### src/slc_ram.sv
// Generic single-write, single-read RAM with registered read data.
module slc_ram #(
    parameter int WIDTH = 32,
    parameter int DEPTH = 128
) (
    input  logic                     aclk,
    input  logic                     we,
    input  logic [$clog2(DEPTH)-1:0] waddr,
    input  logic [WIDTH-1:0]         wdata,
    input  logic [$clog2(DEPTH)-1:0] raddr,
    output logic [WIDTH-1:0]         rdata
);

    logic [WIDTH-1:0] mem [DEPTH];

    // Write port and registered read port.
    always_ff @(posedge aclk) begin
        if (we) begin
            mem[waddr] <= wdata;
        end
        rdata <= mem[raddr];
    end

endmodule

### config.mk
export PLATFORM = sky130hd
export DESIGN_NAME = slc_ram
export DESIGN_NICKNAME = d
export VERILOG_FILES = /design/src/slc_ram.sv
export SDC_FILE = /design/constraint.sdc
export NUM_CORES = 2
export LEC_CHECK = 0
export ABC_AREA = 1
export BUFFER_PORTS_ARGS = -buffer_cell sky130_fd_sc_hd__buf_2
export CAP_MARGIN = 20
export CORE_MARGIN = 2
export CORE_UTILIZATION = 50
export CTS_CLUSTER_DIAMETER = 200
export DETAILED_ROUTE_END_ITERATION = 8
export PLACE_DENSITY = 0.65
export SKIP_CTS_REPAIR_TIMING = 1
export SLEW_MARGIN = 20
export SYNTH_ARGS = -nofsm -noshare
export SYNTH_HDL_FRONTEND = slang
export SYNTH_SLANG_ARGS = --single-unit
export TNS_END_PERCENT = 100
### constraint.sdc
create_clock -name aclk -period 4.2 [get_ports aclk]
set_clock_uncertainty 0.1 [all_clocks]
set_input_delay 0.63 -clock aclk [delete_from_list [all_inputs] [get_ports aclk]]
set_output_delay 0.63 -clock aclk [all_outputs]
set_load 0.02 [all_outputs]
==> results.sh <==
export IMPL_outcome="finished clean"
export IMPL_cp_arrival_ns=3.98
export IMPL_path_cells="buf_12 > inv_16 > buf_12 > buf_12 > buf_4 > nand2_1 > nand3_1 > nand3_1 > nand3_1 > nand3_1 > nand3_1 > nand3_1 > nand2_1"
export IMPL_cap_violations=0
export IMPL_seq_area_frac_synth_pct=75.1
export IMPL_syn_num_nets=13437
export IMPL_post_place_ws_ns=0.242
export IMPL_fp_dieW_um=578
export IMPL_dpl_hpwl_mm=292
export IMPL_layout_drive_gt1_share_pct=9.25
export IMPL_postLayoutCoreUtil_pct=56.6
export IMPL_maxSlewViolCount=0
export IMPL_drc=0
export IMPL_dr_first_iter_drc_count=15788
export IMPL_end_kind="flip-flop"
export IMPL_syn_area_per_cell_um2=12.3
export IMPL_synth_area_mm2=0.165
export IMPL_layout_commonest_cell="nand2_1"
export IMPL_grt_overflow=0
export IMPL_dr_pass1_iters=8
export IMPL_slowest_delay_ns=0.57
export IMPL_stdcell_count=18181
export IMPL_critical_path_required_ns=5.00
export IMPL_final_net_count=13515
export IMPL_hp_class="input port to flip-flop"
export IMPL_finalCritPeriodShare_pct=75.7
export IMPL_die_area_mm2=0.334
export IMPL_crit_start="raddr[0]"
export IMPL_coreArea_mm2=0.327
export IMPL_cts_made_buffers=409
export IMPL_die_y_um=578
export IMPL_htreeDepth=5
export IMPL_wirelength_mm=513
export IMPL_clk_pin_slew_worst_paths_ns=0.06
export IMPL_grt_max_degree=160
export IMPL_antenna_found_initial=49
export IMPL_drtAntennaViolNets=0
export IMPL_vias=111258
export IMPL_ioPinCount=80
export IMPL_grt_pass1_wl_mm=734
export IMPL_cts_root_buf="clkbuf_16"
export IMPL_leakagePower_nw=64.3
export IMPL_port_buffers=79
export IMPL_rsz0062_at_grt="false"
export IMPL_ir_drop_uv=397
export IMPL_viasPerCell=6.12
export IMPL_cp_common_cell="nand3_1"
export IMPL_mostFrequentLayoutCells="nand2_1 (4,143), edfxtp_1 (4,096), nand3_1 (4,035)"
export IMPL_dp_cells=17400
export IMPL_setup_tns_ns=0
export IMPL_hp_start="wdata[9]"
export IMPL_wl_per_cell_um=28.2
export IMPL_layout_setup_ws_ns=1.02
export IMPL_placed_cell_area_mm2=0.172
export IMPL_min_period_ns=3.18
export IMPL_ys_warn_count=0
export IMPL_setup_viol=0
export IMPL_slew_limit_headroom_pct=21.0
export IMPL_clock_fmax_mhz=314
export IMPL_seqCellArea_mm2=0.124
export IMPL_synth_cell_type_count=15
export IMPL_holdWs_ns=0.0509
export IMPL_place_gp_congestion=0.897
export IMPL_cp_top_family="simple AND/OR/NAND/NOR gates"
export IMPL_rr_startpoint="mem[25][8]$_DFFE_PP_"
export IMPL_powerDensity_mw_per_mm2=468
export IMPL_insertion_delay_ns=0.99
export IMPL_worst_pin_slew_ns=1.19
export IMPL_start_util_pct=50.3
export IMPL_first_global_vias=104907
export IMPL_cp_slowest_cell="nand3_1"
export IMPL_finalHoldViolCount=0
export IMPL_nFillCells=26116
export IMPL_cp_max_fo=38
export IMPL_rows=210
export IMPL_cp_buffers_inverters=5
export IMPL_tritoncts="done"
export IMPL_final_area_mm2=0.185
export IMPL_ys_seq_elements=4128
export IMPL_crit_type="input port to flip-flop"
export IMPL_clkSinkCount=4128
export IMPL_power_total_mw=86.7
export IMPL_cp_start_kind="input port"
export IMPL_clock_path_buffers=4
export IMPL_grt_usage_pct=30.3
export IMPL_multi_input_area_mm2=0.0373
export IMPL_area_growth_pct=12.6
export IMPL_netlist_instances=13389
path summary, 6_finish.rpt:
kind                                        endpoint  slack (ns)  cells after the start
worst max-delay path                rdata[9]$_DFF_P_        1.02                     13
worst max register to register      rdata[8]$_DFF_P_        1.60                      8
worst min-delay path            mem[47][9]$_DFFE_PP_        0.05                      1
worst min register to register      rdata[1]$_DFF_P_        0.77                      8
synth_stat cells:
| library cell | number | area share [%] |
|---|---|---|
| buf_1 | 100 | 0.23 |
| buf_2 | 602 | 1.8 |
| buf_4 | 86 | 0.39 |
| buf_6 | 11 | 0.075 |
| buf_8 | 1 | 0.0091 |
| clkbuf_1 | 109 | 0.25 |
| dfxtp_1 | 32 | 0.39 |
| edfxtp_1 | 4096 | 75 |
| inv_1 | 20 | 0.046 |
| inv_2 | 2 | 0.0046 |
| inv_4 | 2 | 0.0076 |
| nand2_1 | 4151 | 9.5 |
| nand3_1 | 4035 | 12 |
| nor2_1 | 134 | 0.31 |
| nor3_1 | 8 | 0.024 |
sequential cells by signal, summed over array words and instances, names as in the netlist:
name and cells:
rdata 32, mem 4096
cell families after synthesis:
logic type / count (synthesis) / share of synthesized area [%]
AND/OR/NAND/NOR: 8328 / 22.1
flip-flops: 4128 / 75.1
buffers and inverters: 933 / 2.84
power breakdown:
group,internal (mW),switching (mW),total [mW]
Combinational,1.35,4.41,5.76
Clock,19.8,15.6,35.3
Sequential,45.5,0.145,45.6
Total,66.6,20.1,86.7
routing by layer:
| layer | vias to the layer above | part of all wire, % | global-route usage, % |
|---|---|---|---|
| li1 | 48172 | - | - |
| met5 | - | 0.029 | 0 |
| met1 | 54826 | 37 | 41.5 |
| met3 | 1141 | 12 | 6.21 |
| met4 | 22 | 6.0 | 16.4 |
| met2 | 7097 | 45 | 45.9 |
area by class of cell:
cell class | instances | share of cell area [%]
Antenna cell | 39 | 0.0527
Clock buffer | 531 | 5.90
Tap cell | 4346 | 2.93
Multi-Input combinational cell | 8328 | 20.1
Sequential cell | 4128 | 66.7
Clock inverter | 209 | 0.993
Inverter | 24 | 0.0756
Timing Repair Buffer | 576 | 3.19
Note: power is estimated with default switching activity, not from simulation.
