**src/slc_pkg.sv**
```systemverilog
// Shared constants and types for the soft limiter clipper.
package slc_pkg;

    // Block geometry.
    localparam int BLOCK_SIZE = 64;
    localparam int IDX_W      = $clog2(BLOCK_SIZE);
    localparam int CNT_W      = $clog2(BLOCK_SIZE + 1);
    localparam int RAM_DEPTH  = 2 * (1 << IDX_W);
    localparam int RAM_AW     = IDX_W + 1;

    // Arithmetic widths.
    localparam int SMP_W   = 16;
    localparam int SQ_W    = 32;
    localparam int SUM_W   = 38;
    localparam int RAD_W   = 48;
    localparam int ROOT_W  = 24;
    localparam int RATIO_W = 16;
    localparam int PROD_W  = RATIO_W + ROOT_W;
    localparam int THR_W   = 28;
    localparam int NUM_W   = SMP_W + THR_W;
    localparam int QUO_W   = 17;

    localparam logic [RATIO_W-1:0] RATIO_RESET = 16'd6144;

    // Block descriptor queue.
    localparam int FIFO_DEPTH = 2;
    localparam int PTR_W      = $clog2(FIFO_DEPTH);
    localparam int FCNT_W     = $clog2(FIFO_DEPTH + 1);

    // One finished block waiting for the back end.
    typedef struct packed {
        logic             bank;
        logic [CNT_W-1:0] n;
        logic [SUM_W-1:0] sum;
    } desc_t;

endpackage

```
**src/slc_fifo.sv**
```systemverilog
// Short queue of finished block descriptors between front and back end.
module slc_fifo import slc_pkg::*; (
    input  logic              aclk,
    input  logic              aresetn,
    input  logic              push,
    input  desc_t             push_desc,
    input  logic              pop,
    output desc_t             head,
    output logic [FCNT_W-1:0] count
);

    desc_t             slot_reg [FIFO_DEPTH];
    logic [PTR_W-1:0]  wptr_reg;
    logic [PTR_W-1:0]  rptr_reg;
    logic [FCNT_W-1:0] count_reg;

    assign head  = slot_reg[rptr_reg];
    assign count = count_reg;

    // Pointers and fill count; the back end pops only a nonempty queue.
    always_ff @(posedge aclk) begin
        if (!aresetn) begin
            wptr_reg  <= '0;
            rptr_reg  <= '0;
            count_reg <= '0;
        end else begin
            if (push) begin
                wptr_reg <= wptr_reg + 1'b1;
            end
            if (pop) begin
                rptr_reg <= rptr_reg + 1'b1;
            end
            if (push && !pop) begin
                count_reg <= count_reg + 1'b1;
            end else if (pop && !push) begin
                count_reg <= count_reg - 1'b1;
            end
        end
    end

    // Storage needs no reset.
    always_ff @(posedge aclk) begin
        if (push) begin
            slot_reg[wptr_reg] <= push_desc;
        end
    end

endmodule

```
**config.mk**
```make
export PLATFORM = sky130hd
export DESIGN_NAME = slc_fifo
export DESIGN_NICKNAME = d
export VERILOG_FILES = /design/src/slc_pkg.sv /design/src/slc_fifo.sv
export SDC_FILE = /design/constraint.sdc
export NUM_CORES = 1
export LEC_CHECK = 0
export ABC_AREA = 1
export BUFFER_PORTS_ARGS = -buffer_cell sky130_fd_sc_hd__buf_2
export CAP_MARGIN = 5
export CORE_UTILIZATION = 38
export DETAILED_ROUTE_END_ITERATION = 8
export PLACE_DENSITY_LB_ADDON = 0.2
export SLEW_MARGIN = 20
export SYNTH_ARGS = -nofsm -noshare
export SYNTH_HDL_FRONTEND = slang
export SYNTH_SLANG_ARGS = --single-unit
export TNS_END_PERCENT = 1
```
**constraint.sdc**
```tcl
create_clock -name aclk -period 2.97 [get_ports aclk]
set_input_delay 0.1485 -clock aclk [delete_from_list [all_inputs] [get_ports aclk]]
set_output_delay 0.1485 -clock aclk [all_outputs]
set_load 0.02 [all_outputs]
```
==> flow_summary.ini <==
[finish]
layout_common_cells = sky130_fd_sc_hd__buf_2 (97), sky130_fd_sc_hd__edfxtp_1 (92), sky130_fd_sc_hd__dlygate4sd3_1 (46)
largest_register_ffs = 92
register_area_mm2 = 0.002864
design.final.nets = 380
multi_input_comb_area_um2 = 765.7
num_antenna_cells = 0
layout-drive-gt1-share_pct = 48.80
syn_to_final_growth_pct = 34.50
count_of_fill_cells_added_during_filler_insertion = 828
mostFrequentLayoutCell = sky130_fd_sc_hd__buf_2

[sta]
setup_slack_ns = 0.8622
worst_pin_slew_ns = 0.6905
pins_over_slew_limit = 0
setup_violations = 0
final_worst_path_period_share_pct = 70.97
hold_viol_final = 0
maxClockFrequency_ghz = 0.4744
max_transition_margin_pct = 53.85
min_clock_period_post_route_ns = 2.108
final.setup_skew_ns = 0.007301
grt_setup_unrepaired = no
final.setup.tns_ns = 0

[worst_setup_path]
worstReg2RegEnd = slot_reg[1][7]$_DFFE_PP_
cpPeakStageDelay_ns = 0.73
criticalPathCategory = reg2out
cpLargestDelayFamily = flip-flops
crit_cells = 3
timing.rr.start = wptr_reg$_SDFFE_PN0P_
crit_path_top_delay_cell = sky130_fd_sc_hd__dfxtp_2
worst_ep_arrival_time_ns = 1.96
required_time_at_the_worst_slack_endpoint_ns = 2.82
timing.critical_path.fanout_max = 29
timing.reg2reg.worst_path_depth = 3
worstSetupStartpointType = register
worstPathBufferInverterCount = 2
critPathCaptureType = output port
timing_endpoint_of_the_critical_path = head[32]
crit_chain = buf_12, mux2_2, buf_2
worst-r2r-setup-slack_ns = 1.34

[clock_network]
clk_latency_ns = 0.36
cts_htree_levels = 3
cts_repair_resizes = 0
tritoncts_clock_tree = yes
cts-root-to-sink-buffers = 2
cts-buffers-inserted = 9
clkTransAtPathRegs_ns = 0.08
cts.sinks = 97
cts-root-buf = sky130_fd_sc_hd__clkbuf_8

[synth]
yosys-top-cells-area = sky130_fd_sc_hd__edfxtp_1 (74%), sky130_fd_sc_hd__mux2_4 (16%), sky130_fd_sc_hd__dfxtp_1 (2.7%)
yosys.area.top_type_share_pct = 73.82
netlist.top_cell.by_area = sky130_fd_sc_hd__edfxtp_1
ys_seq_area_share_pct = 76.50
yosys_register_bits = 97
synth.avg_cell_area_um2 = 21.26
syn-num-nets = 227
distinct_cell_type_count_of_the_synthesized_netlist = 14
yosys_warns = 0
synthesis.instances = 176
syn-cell-area_mm2 = 0.003742

[detailed_routing]
remaining_drc_errors = 0
finalWirelength_mm = 6.628
first_iter_violations = 59
route.antenna.remaining_nets = 0
mean_routed_wirelength_per_cell_um = 14.32
drt-pass1-iter-count = 4
vias = 1987
drt-vias-per-instance = 4.292

[power]
p_per_area_mw_per_mm2 = 579.7
p_clk_share_pct = 31.2
combinationalPowerShare_pct = 13.7
pwr-share-seq_pct = 55.0
vdd_drop_max_uv = 237.7
leakagePower_nw = 2.022
power_switching_share_pct = 22.78
net-switching-power_mw = 0.6648
internal_power_mw = 2.253

[floorplanning]
floorplan.io_pins = 98
die_w_um = 101.2
floorplan.die.height_um = 101.2
coreArea_mm2 = 0.009371
placementRows = 35
initial_utilization_pct = 39.93
die_area_mm2 = 0.01025

[grt]
grt.total_usage_pct = 13.51
number_of_global_route_vias_before_repair = 2063
grt_max_degree = 30
grt_antenna_before_repair = 0
first_pass_grt_wire_length_mm = 9.970
overflow = 0

[placed_design]
hpwlAfterDp_mm = 4.230
globalplace.congestion = 0.6411
io_buffer_count = 97
place_worst_setup_slack_ns = 1.214

[worst_hold_path]
hold_class = in2reg

[status]
run_status = complete, no violations

[run]
max_cap_violations = 0
per-stage QoR:
stage | cells | utilization [%] | area, um^2 | power, mW | hold WS [ns]
after detailed placement | 401 | 46.54 | 4362 | 1.999 | 0.3400
after global routing | 463 | 53.71 | 5034 | 3.038 | 0.05717
final | 463 | 53.71 | 5034 | 2.918 | 0.05136
after floorplan | 176 | - | 3742 | 1.881 | 0.2474
after global placement | 401 | 46.54 | 4362 | 1.991 | 0.3370
after CTS | 463 | 53.71 | 5034 | 2.946 | 0.03379
power by group through the flow:
stage | clock [mW] | combinational [mW] | sequential (mW)
finish | 0.912 | 0.400 | 1.61
global route | 0.993 | 0.432 | 1.61
CTS | 0.930 | 0.408 | 1.61
detailed placement | 0 | 0.360 | 1.64
global placement | 0 | 0.355 | 1.64
floorplan | 0 | 0.250 | 1.63
layout make-up:
type	count	area share (%)
Clock buffer	11	2.610
Clock inverter	5	1.591
Inverter	8	0.5966
Multi-Input combinational cell	66	15.21
Sequential cell	97	56.90
Tap cell	129	3.207
Timing Repair Buffer	147	19.89
timing repair:
action,in CTS,in global routing
endpoints found under the hold margin,92,0
setup buffers,0,0
hold buffers,46,0
setup endpoints to repair,0,0
synth_stat cells, drive strengths merged:
library cell   n
edfxtp        92
mux2          46
inv            8
nand2          8
nor2           7
buf            5
dfxtp          5
a21oi          1
ha             1
nand3          1
nand4          1
o21ai          1
layer usage:
| metal | up-vias | GRT usage (%) | part of all wire [%] |
|---|---|---|---|
| met5 | - | 0 | 0 |
| met2 | 54 | 23.02 | 50 |
| met4 | 0 | 6.689 | 1.8 |
| met3 | 8 | 3.865 | 4.3 |
| met1 | 953 | 15.67 | 44 |
| li1 | 972 | - | - |
cell families after synthesis:
| logic type | synth area share, % |
|---|---|
| DFF | 76.50 |
| muxes | 17.85 |
| and+or+nand+nor | 1.806 |
| buffers and inverters | 3.243 |
| AOI/OAI and AO/OA | 0.2672 |
| adders and majority gates | 0.3343 |
worst min-delay path: stages:
cell and delay (ns):
sky130_fd_sc_hd__buf_2 0.12, sky130_fd_sc_hd__nand2_1 0.06, sky130_fd_sc_hd__nor2_1 0.03
how the worst min path moves through the flow:
stage	startpoint	end	slack [ns]	cells past startpoint
after floorplan	push_desc[0]	slot_reg[0][0]$_DFFE_PP_	0.25	0
after global placement	push_desc[31]	slot_reg[1][31]$_DFFE_PP_	0.34	1
after detailed placement	push_desc[43]	slot_reg[1][43]$_DFFE_PP_	0.34	1
after CTS	aresetn	count[1]$_SDFFE_PN0P_	0.03	3
after global routing	aresetn	count[1]$_SDFFE_PN0P_	0.06	3
final	aresetn	wptr_reg$_SDFFE_PN0P_	0.05	3
(Power assumes the default switching activity.)
