**src/slc_pkg.sv**
```systemverilog
// Shared constants and types for the soft limiter clipper.
package slc_pkg;

    // Block geometry.
    localparam int BLOCK_SIZE = 64;
    localparam int IDX_W      = $clog2(BLOCK_SIZE);
    localparam int CNT_W      = $clog2(BLOCK_SIZE + 1);
    localparam int RAM_DEPTH  = 2 * (1 << IDX_W);
    localparam int RAM_AW     = IDX_W + 1;

    // Arithmetic widths.
    localparam int SMP_W   = 16;
    localparam int SQ_W    = 32;
    localparam int SUM_W   = 38;
    localparam int RAD_W   = 48;
    localparam int ROOT_W  = 24;
    localparam int RATIO_W = 16;
    localparam int PROD_W  = RATIO_W + ROOT_W;
    localparam int THR_W   = 28;
    localparam int NUM_W   = SMP_W + THR_W;
    localparam int QUO_W   = 17;

    localparam logic [RATIO_W-1:0] RATIO_RESET = 16'd6144;

    // Block descriptor queue.
    localparam int FIFO_DEPTH = 2;
    localparam int PTR_W      = $clog2(FIFO_DEPTH);
    localparam int FCNT_W     = $clog2(FIFO_DEPTH + 1);

    // One finished block waiting for the back end.
    typedef struct packed {
        logic             bank;
        logic [CNT_W-1:0] n;
        logic [SUM_W-1:0] sum;
    } desc_t;

endpackage

```
**src/slc_front.sv**
```systemverilog
// Front end: accepts samples, stores them and sums their power per block.
module slc_front import slc_pkg::*; (
    input  logic              aclk,
    input  logic              aresetn,
    input  logic              s_tvalid,
    output logic              s_tready,
    input  logic [31:0]       s_tdata,
    input  logic              s_tlast,
    output logic              wr_en,
    output logic [RAM_AW-1:0] wr_addr,
    output logic [31:0]       wr_data,
    output logic              push,
    output desc_t             push_desc,
    input  logic [FCNT_W-1:0] fifo_cnt
);

    logic             bank_reg;
    logic [CNT_W-1:0] cnt_reg;
    logic [SUM_W-1:0] sum_reg;
    logic             p_valid_reg;
    logic             p_end_reg;
    logic             p_bank_reg;
    logic [CNT_W-1:0] p_n_reg;
    logic [SQ_W-1:0]  p_sq_reg;

    logic              accept;
    logic [CNT_W-1:0]  n_new;
    logic              blk_end;
    logic signed [31:0] pi;
    logic signed [31:0] pq;
    logic [SQ_W-1:0]   sq;
    logic [SUM_W-1:0]  sum_next;
    logic [FCNT_W:0]   pending;

    // Space for a new block exists while fewer than two are outstanding.
    assign pending  = {1'b0, fifo_cnt} + (FCNT_W + 1)'(p_valid_reg && p_end_reg);
    assign s_tready = pending < (FCNT_W + 1)'(FIFO_DEPTH);
    assign accept   = s_tvalid && s_tready;

    // Block boundary: marked last, or the block is full.
    assign n_new   = cnt_reg + 1'b1;
    assign blk_end = s_tlast || (n_new == CNT_W'(BLOCK_SIZE));

    // Store the item into the current bank.
    assign wr_en   = accept;
    assign wr_addr = {bank_reg, cnt_reg[IDX_W-1:0]};
    assign wr_data = s_tdata;

    // Power of the incoming item.
    assign pi = $signed(s_tdata[15:0]) * $signed(s_tdata[15:0]);
    assign pq = $signed(s_tdata[31:16]) * $signed(s_tdata[31:16]);
    assign sq = SQ_W'(pi) + SQ_W'(pq);

    // Accumulate in the cycle after each item is taken and hand the finished block to the queue.
    assign sum_next = sum_reg + SUM_W'(p_sq_reg);
    assign push     = p_valid_reg && p_end_reg;
    always_comb begin
        push_desc.bank = p_bank_reg;
        push_desc.n    = p_n_reg;
        push_desc.sum  = sum_next;
    end

    always_ff @(posedge aclk) begin
        if (!aresetn) begin
            bank_reg    <= 1'b0;
            cnt_reg     <= '0;
            sum_reg     <= '0;
            p_valid_reg <= 1'b0;
            p_end_reg   <= 1'b0;
        end else begin
            p_valid_reg <= accept;
            if (accept) begin
                p_end_reg  <= blk_end;
                p_bank_reg <= bank_reg;
                p_n_reg    <= n_new;
                p_sq_reg   <= sq;
                if (blk_end) begin
                    cnt_reg  <= '0;
                    bank_reg <= !bank_reg;
                end else begin
                    cnt_reg <= n_new;
                end
            end
            if (p_valid_reg) begin
                sum_reg <= p_end_reg ? '0 : sum_next;
            end
        end
    end

endmodule

```
**config.mk**
```make
export PLATFORM = sky130hd
export DESIGN_NAME = slc_front
export DESIGN_NICKNAME = d
export VERILOG_FILES = /design/src/slc_pkg.sv /design/src/slc_front.sv
export SDC_FILE = /design/constraint.sdc
export NUM_CORES = 1
export LEC_CHECK = 0
export ABC_AREA = 1
export BUFFER_PORTS_ARGS = -buffer_cell sky130_fd_sc_hd__buf_2
export CAP_MARGIN = 5
export CELL_PAD_IN_SITES_DETAIL_PLACEMENT = 1
export CELL_PAD_IN_SITES_GLOBAL_PLACEMENT = 1
export CORE_ASPECT_RATIO = 1.1
export CORE_MARGIN = 2
export CORE_UTILIZATION = 43
export CTS_BUF_LIST = sky130_fd_sc_hd__clkbuf_8
export DETAILED_ROUTE_END_ITERATION = 12
export PLACE_DENSITY = 0.9
export SYNTH_ARGS = -nofsm -noshare
export SYNTH_HDL_FRONTEND = slang
export SYNTH_SLANG_ARGS = --single-unit
```
**constraint.sdc**
```tcl
create_clock -name aclk -period 8.5 [get_ports aclk]
set_clock_uncertainty 0.2 [all_clocks]
set_input_delay 1.7 -clock aclk [delete_from_list [all_inputs] [get_ports aclk]]
set_output_delay 1.7 -clock aclk [all_outputs]
set_load 0.05 [all_outputs]
```
==> metrics.yaml, run 1 <==
floorplan:
  die_x_um: 229
  ios: 126
  die_h_um: 252
  dieArea_sq_mm: 0.0577
  core_sq_mm: 0.0550
  rows: 90
  start_util_pct: 43.6
worst_setup_path:
  cp_data_arrival_time_ps: 8300
  path_common_cell: "fa_1"
  critical_path.startpoint_type: "primary input"
  end_kind: "flop"
  crit_chain: "buf_2 > buf_4 > nand2_1 > inv_1 > fa_1 > fa_1 > inv_1 > fa_1 > inv_1 > fa_1 > fa_1 > fa_1 > fa_1 > fa_1 > ha_1 > inv_1 > o21ai_0 > a31oi_1 > nand2_1 > inv_1 > o21bai_1 > nand2_1 > nand3_1 > nand2_1"
  critPathMaxStageDelay_ps: 610
  worst-setup-path-type: "in2reg"
  required_ps: 8460
  critPathMaxFanout: 8
  crit_slowest_cell: "fa_1"
cts:
  cts_max_path_buffers: 2
  clock_latency_ps: 420
  clock_sinks: 88
  clockRootBuffer: "clkbuf_8"
  cts_htree_levels: 3
  cts_hold_buf: 0
  cts_tree: "built"
  cts_made_buffers: 9
  clkTransAtPathRegs_ps: 80
placed_design:
  hpwl_mm: 70.8
  io_buffers: 125
  dp_slack_ps: -461
  dpl_cell_area_sq_mm: 0.0259
  place.gp.congestion: 0.916
logic_synthesis:
  synth_largest_area_cell: "fa_1"
  synthAdderAreaFrac_pct: 52.9
  synth_nets: 3664
  yosysSeqAreaShare_pct: 9.02
  ys_ff_latch: 88
  yosys_warnings: 0
  synth_top_family_by_area: "adder cells"
  synth_compound_area_share_pct: 3.39
  async_flop_share_pct: 0
  synth_xor_area_share_pct: 2.66
  ys_types: 46
  synth_simple_gate_area_share_pct: 15.8
  postSynthCellCount: 2925
  synth_commonest_cells: "inv_1, nand2_1, fa_1, ha_1, nor2_1"
  synthFlopType: "dfxtp_1"
  synth_enable_flop_cells: 40
  synth_top_area_share_pct: 43.6
  synth_area_sq_mm: 0.0240
  synth_area_leaders: "fa_1, inv_1, nand2_1"
  avgSynthCellArea_sq_um: 8.20
  synth_mux_area_share_pct: 0
  yosysMostFrequentCell: "inv_1"
sta:
  rsz0062_at_grt: "yes"
  fmax_mhz: 120
  period_needed_ps: 8340
  relSlewSlack_pct: 25.7
  hold_viol_final: 0
  setup_viol: 0
  fin_ws_ps: 160
  tightest_slew_ps: 1110
  holdWs_ps: 276
  finalMaxSlewViolations: 0
  fin_crit_sh_pct: 98.1
global_routing:
  first_global_vias: 23093
  met3_usage_pct: 4.19
  grtUsageTotal_pct: 28.2
  antenna_found_initial: 2
  met1_usage_pct: 30.3
  grt_pass1_wl_mm: 125
  grt-ovfl-total: 0
  busiest_layer: "met2"
  grt_util_met2_pct: 52.1
  grt_start_max_net_pins: 43
final_layout:
  drive_above_1_share_pct: 10.4
  multiInputGateArea_sq_mm: 0.0180
  fin_area_sq_mm: 0.0261
  area_growth_syn_to_layout_pct: 9.07
  seq_area_sq_mm: 0.00216
  largest_reg_flops: 38
  layout.nets: 3803
  fill_cells: 6753
route:
  routed_wl_mm: 78.6
  wire_per_inst_um: 20.6
  antenna_left: 0
  num_vias: 19457
  via_per_inst: 5.11
  drc: 0
  first_pass_iters: 5
  drt_iter0_drc: 1175
status:
  status: "complete, no violations"
hold_path:
  hp-class: "reg2reg"
job:
  maxCapViolCount: 0
layer usage:
metal | wire length (um) | share of wire (%)
met5 | 0 | 0
met4 | 5580 | 7.1
met3 | 3710 | 4.7
met2 | 40800 | 52
met1 | 28500 | 36
metrics by stage:
| stage | util [%] | TNS (ps) | std cells |
|---|---|---|---|
| finish | 47.6 | 0 | 3807 |
| floorplan | - | 0 | 2925 |
| detailed placement | 47.0 | -3970 | 3786 |
| global placement | 47.0 | -241 | 3786 |
| CTS | 47.4 | 0 | 3802 |
| global route | 47.6 | -94.1 | 3807 |
final cells by class:
type | count | share of cell area, %
multi-input combinational | 1844 | 68.8
inverter | 879 | 12.6
sequential | 88 | 8.27
timing repair buffer | 242 | 5.97
tap | 736 | 3.52
clock buffer | 10 | 0.526
clock inverter | 6 | 0.234
antenna | 2 | 0.0191
what timing repair did:
item,4_1_cts,5_1_grt
setup endpoints to repair,0,11
buffers inserted,0,3
resized for setup,0,21
final timing paths:
check	from	end	slack, ps	cells past startpoint
setup reg to reg	p_sq_reg[0]$_DFFE_PP_	sum_reg[32]$_SDFFE_PN0P_	5840	15
hold / removal	sum_reg[28]$_SDFFE_PN0P_	sum_reg[28]$_SDFFE_PN0P_	280	2
setup / recovery	s_tdata[9]	p_sq_reg[21]$_DFFE_PP_	160	24
hold reg to reg	sum_reg[28]$_SDFFE_PN0P_	sum_reg[28]$_SDFFE_PN0P_	280	2
critical path: cells and delay by family:
kind                       cells  cell delay [ps]
AOI/OAI and AO/OA              3              610
adders and majority gates      9             4530
buffers and inverters          7              870
and+or+nand+nor                5              580
cells by family after synthesis:
family / after synthesis
adders and majority gates: 701
buffers and inverters: 993
DFF: 88
xor gates and xnor gates: 72
other: 1
and+or+nand+nor: 925
AOI/OAI and AO/OA: 145
cells in the final DEF (no fill, tap or decap), types with 4 or more instances in the layout:
master / n
and2_1: 15
a21o_1: 5
o21bai_1: 11
fa_1: 515
fa_2: 7
buf_4: 113
buf_12: 4
nor2_2: 10
clkinv_1: 4
dfxtp_1: 48
nand3_2: 5
a21oi_1: 88
inv_1: 869
buf_2: 122
xor2_1: 48
or2_2: 8
nand2_1: 660
nand3_1: 58
clkbuf_8: 10
xnor2_1: 23
o21ai_0: 23
nand3b_1: 10
nor3_1: 9
nand2_2: 9
nor2_1: 117
ha_1: 178
edfxtp_1: 40
nand4_1: 14
inv_2: 7
Power of run 1 is left out: the tool's default activity adds up to more than one toggle a clock period on the data nets, which glitch-free logic cannot reach.
==> inputs of run 2 (changes only) <==
--- a/config.mk
+++ b/config.mk
@@ -5,7 +5,7 @@
 export SDC_FILE = /design/constraint.sdc
 export NUM_CORES = 1
 export LEC_CHECK = 0
-export ABC_AREA = 1
+export ABC_AREA = 0
 export BUFFER_PORTS_ARGS = -buffer_cell sky130_fd_sc_hd__buf_2
 export CAP_MARGIN = 5
 export CELL_PAD_IN_SITES_DETAIL_PLACEMENT = 1
@@ -15,7 +15,7 @@
 export CORE_UTILIZATION = 43
 export CTS_BUF_LIST = sky130_fd_sc_hd__clkbuf_8
 export DETAILED_ROUTE_END_ITERATION = 12
-export PLACE_DENSITY = 0.9
+export PLACE_DENSITY = 0.87
 export SYNTH_ARGS = -nofsm -noshare
 export SYNTH_HDL_FRONTEND = slang
 export SYNTH_SLANG_ARGS = --single-unit
==> run 2 against run 1 <==
Against the previous run:
- the flow now finishes with violations (setup timing)
- design area grew 0.46%
- core utilization grew 2.6 points
- sequential cell count is the same
- highest routed layer unchanged
- non-clock buffer count grew 110
- clock-buffer cell count shrank 1
- register-to-register slack lost 760 ps
- critical path depth grew 3
- global-route usage shrank 0.65 points
==> metrics.yaml, run 2 <==
sta:
  hold_viol_final: 0
  finalMaxSlewViolations: 0
  setup_viol: 4
  tightest_slew_ps: 1160
  fmax_mhz: 116
  fin_crit_sh_pct: 101
  relSlewSlack_pct: 22.2
  rsz0062_at_grt: "yes"
  tns_ps: -269
  fin_ws_ps: -106
  holdWs_ps: 279
  period_needed_ps: 8610
worst_setup_path:
  critical_path.startpoint_type: "primary input"
  worst-setup-path-type: "in2reg"
  critPathMaxFanout: 10
  end_kind: "flop"
  cp_data_arrival_time_ps: 8540
  required_ps: 8430
  path_common_cell: "fa_1"
  reg2reg_depth: 10
  critPathMaxStageDelay_ps: 600
  crit_slowest_cell: "fa_1"
global_routing:
  grt-ovfl-total: 0
  grt_start_max_net_pins: 41
  grtUsageTotal_pct: 27.6
  first_global_vias: 21186
  antenna_found_initial: 0
  grt_pass1_wl_mm: 116
final_layout:
  layout.nets: 3341
  layout_commonest_cell: "inv_1"
  drive_above_1_share_pct: 20.6
  layout_common_cells: "inv_1, fa_1, buf_4, ha_1, nand2_1"
  area_growth_syn_to_layout_pct: 15.9
  largest_reg_flops: 38
  fill_cells: 5925
cts:
  clock_sinks: 88
  clockRootBuffer: "clkbuf_8"
  cts_htree_levels: 3
  cts_hold_buf: 0
  cts_made_buffers: 9
  clkTransAtPathRegs_ps: 100
  cts_max_path_buffers: 2
  cts_tree: "built"
  clock_latency_ps: 370
logic_synthesis:
  synthFlopType: "dfxtp_1"
  synth_area_leaders: "fa_1, inv_1, ha_1"
  yosys_warnings: 0
  synth_nets: 3077
  synth_largest_area_cell: "fa_1"
  async_flop_share_pct: 0
  synth_commonest_cells: "inv_1, fa_1, ha_1, nand2_1, nor2_1"
  synth_mux_area_share_pct: 0.193
  synth_simple_gate_area_share_pct: 11.0
  synthAdderAreaFrac_pct: 56.0
  synth_top_area_share_pct: 46.1
  synth_compound_area_share_pct: 6.79
  synth_enable_flop_cells: 40
  synth_xor_area_share_pct: 3.90
  synth_area_sq_mm: 0.0227
  postSynthCellCount: 2338
  yosysMostFrequentCell: "inv_1"
  yosysSeqAreaShare_pct: 9.54
  avgSynthCellArea_sq_um: 9.70
  ys_ff_latch: 88
  ys_types: 82
  synth_top_family_by_area: "adder cells"
floorplan:
  ios: 126
  dieArea_sq_mm: 0.0546
  die_x_um: 223
  start_util_pct: 43.4
  core_sq_mm: 0.0523
  rows: 88
  die_h_um: 245
route:
  routed_wl_mm: 77.5
  antenna_left: 0
  first_pass_iters: 4
  via_per_inst: 5.41
  wire_per_inst_um: 23.6
  drc: 0
  num_vias: 17761
  drt_iter0_drc: 1015
job:
  maxCapViolCount: 0
placed_design:
  hpwl_mm: 66.4
  place.gp.congestion: 0.892
  io_buffers: 125
hold_path:
  worstHoldPathCells: 2
  hp-class: "reg2reg"
status:
  status: "finished, violations left"
  violations: "setup timing"
[run 2: cell count changes in the layout (fill, tap and decap cells not counted), sizes merged, moves of 19 or more]
cell	previous run	this run
nand2	669	175
inv	876	621
buf	239	351
and2	17	93
xnor2	23	71
a21oi	90	53
nand3	63	29
a22oi	0	21
nor2b	0	21
xor2	49	30
[run 2: routing by layer]
metal	vias up	part of all wire (%)	GRT usage (%)	routed length (um)
met5	-	0	0	0
met4	0	6.4	14.1	4920
met3	320	3.9	2.88	3010
met2	722	54	52.5	41500
met1	9209	36	30.2	28100
li1	7510	-	-	-
[run 2: path summary, 6_finish.rpt]
check	from	endpoint	slack (ps)
setup / recovery	s_tdata[3]	p_sq_reg[29]$_DFFE_PP_	-110
hold / removal	sum_reg[26]$_SDFFE_PN0P_	sum_reg[26]$_SDFFE_PN0P_	280
setup reg to reg	p_sq_reg[0]$_DFFE_PP_	sum_reg[26]$_SDFFE_PN0P_	5080
hold reg to reg	sum_reg[26]$_SDFFE_PN0P_	sum_reg[26]$_SDFFE_PN0P_	280
[run 2: area by class of cell]
type                    count  area, sq um  share of cell area, %
well taps                 675          845                   3.22
multi-input cells        1532        18200                   69.2
clock buffers               9          124                  0.472
flip-flops and latches     88         2160                   8.23
repair buffers            352         2540                   9.68
clock inverters             7         95.1                  0.362
inverters                 619         2330                   8.87
diodes                      1         2.50                0.00953
[run 2: timing repair]
item / in CTS / in global routing
setup endpoints to repair: 6 / 11
setup buffers: 3 / 10
gates resized for setup: 23 / 197
pin swaps: 12 / 95
[run 2: cell families after synthesis]
| logic type | Yosys count |
|---|---|
| adder cells (fa/ha/maj) | 701 |
| multiplexers | 4 |
| other | 1 |
| AO/OA/AOI/OAI | 212 |
| buffers and inverters | 718 |
| XOR/XNOR | 101 |
| flip-flops | 88 |
| AND/OR/NAND/NOR | 513 |
[run 2: metrics by stage]
step           area (sq um)  std cells  util (%)  worst slack, ps
5_1_grt               26300       3282      50.2             -168
3_3_place_gp          25300       3253      48.3             -224
4_1_cts               25600       3272      48.9            0.225
6_report              26300       3283      50.2             -106
3_5_place_dp          25300       3253      48.3             -565
2_1_floorplan         22700       2338         -             21.9
[run 2: critical path: cells and delay by family]
family	cells	cell delay [ps]
AOI/OAI and AO/OA	5	960
buffers and inverters	9	930
and+or+nand+nor	3	260
xor gates and xnor gates	1	130
adders and majority gates	9	4550
Power of run 2 is left out for the same reason.
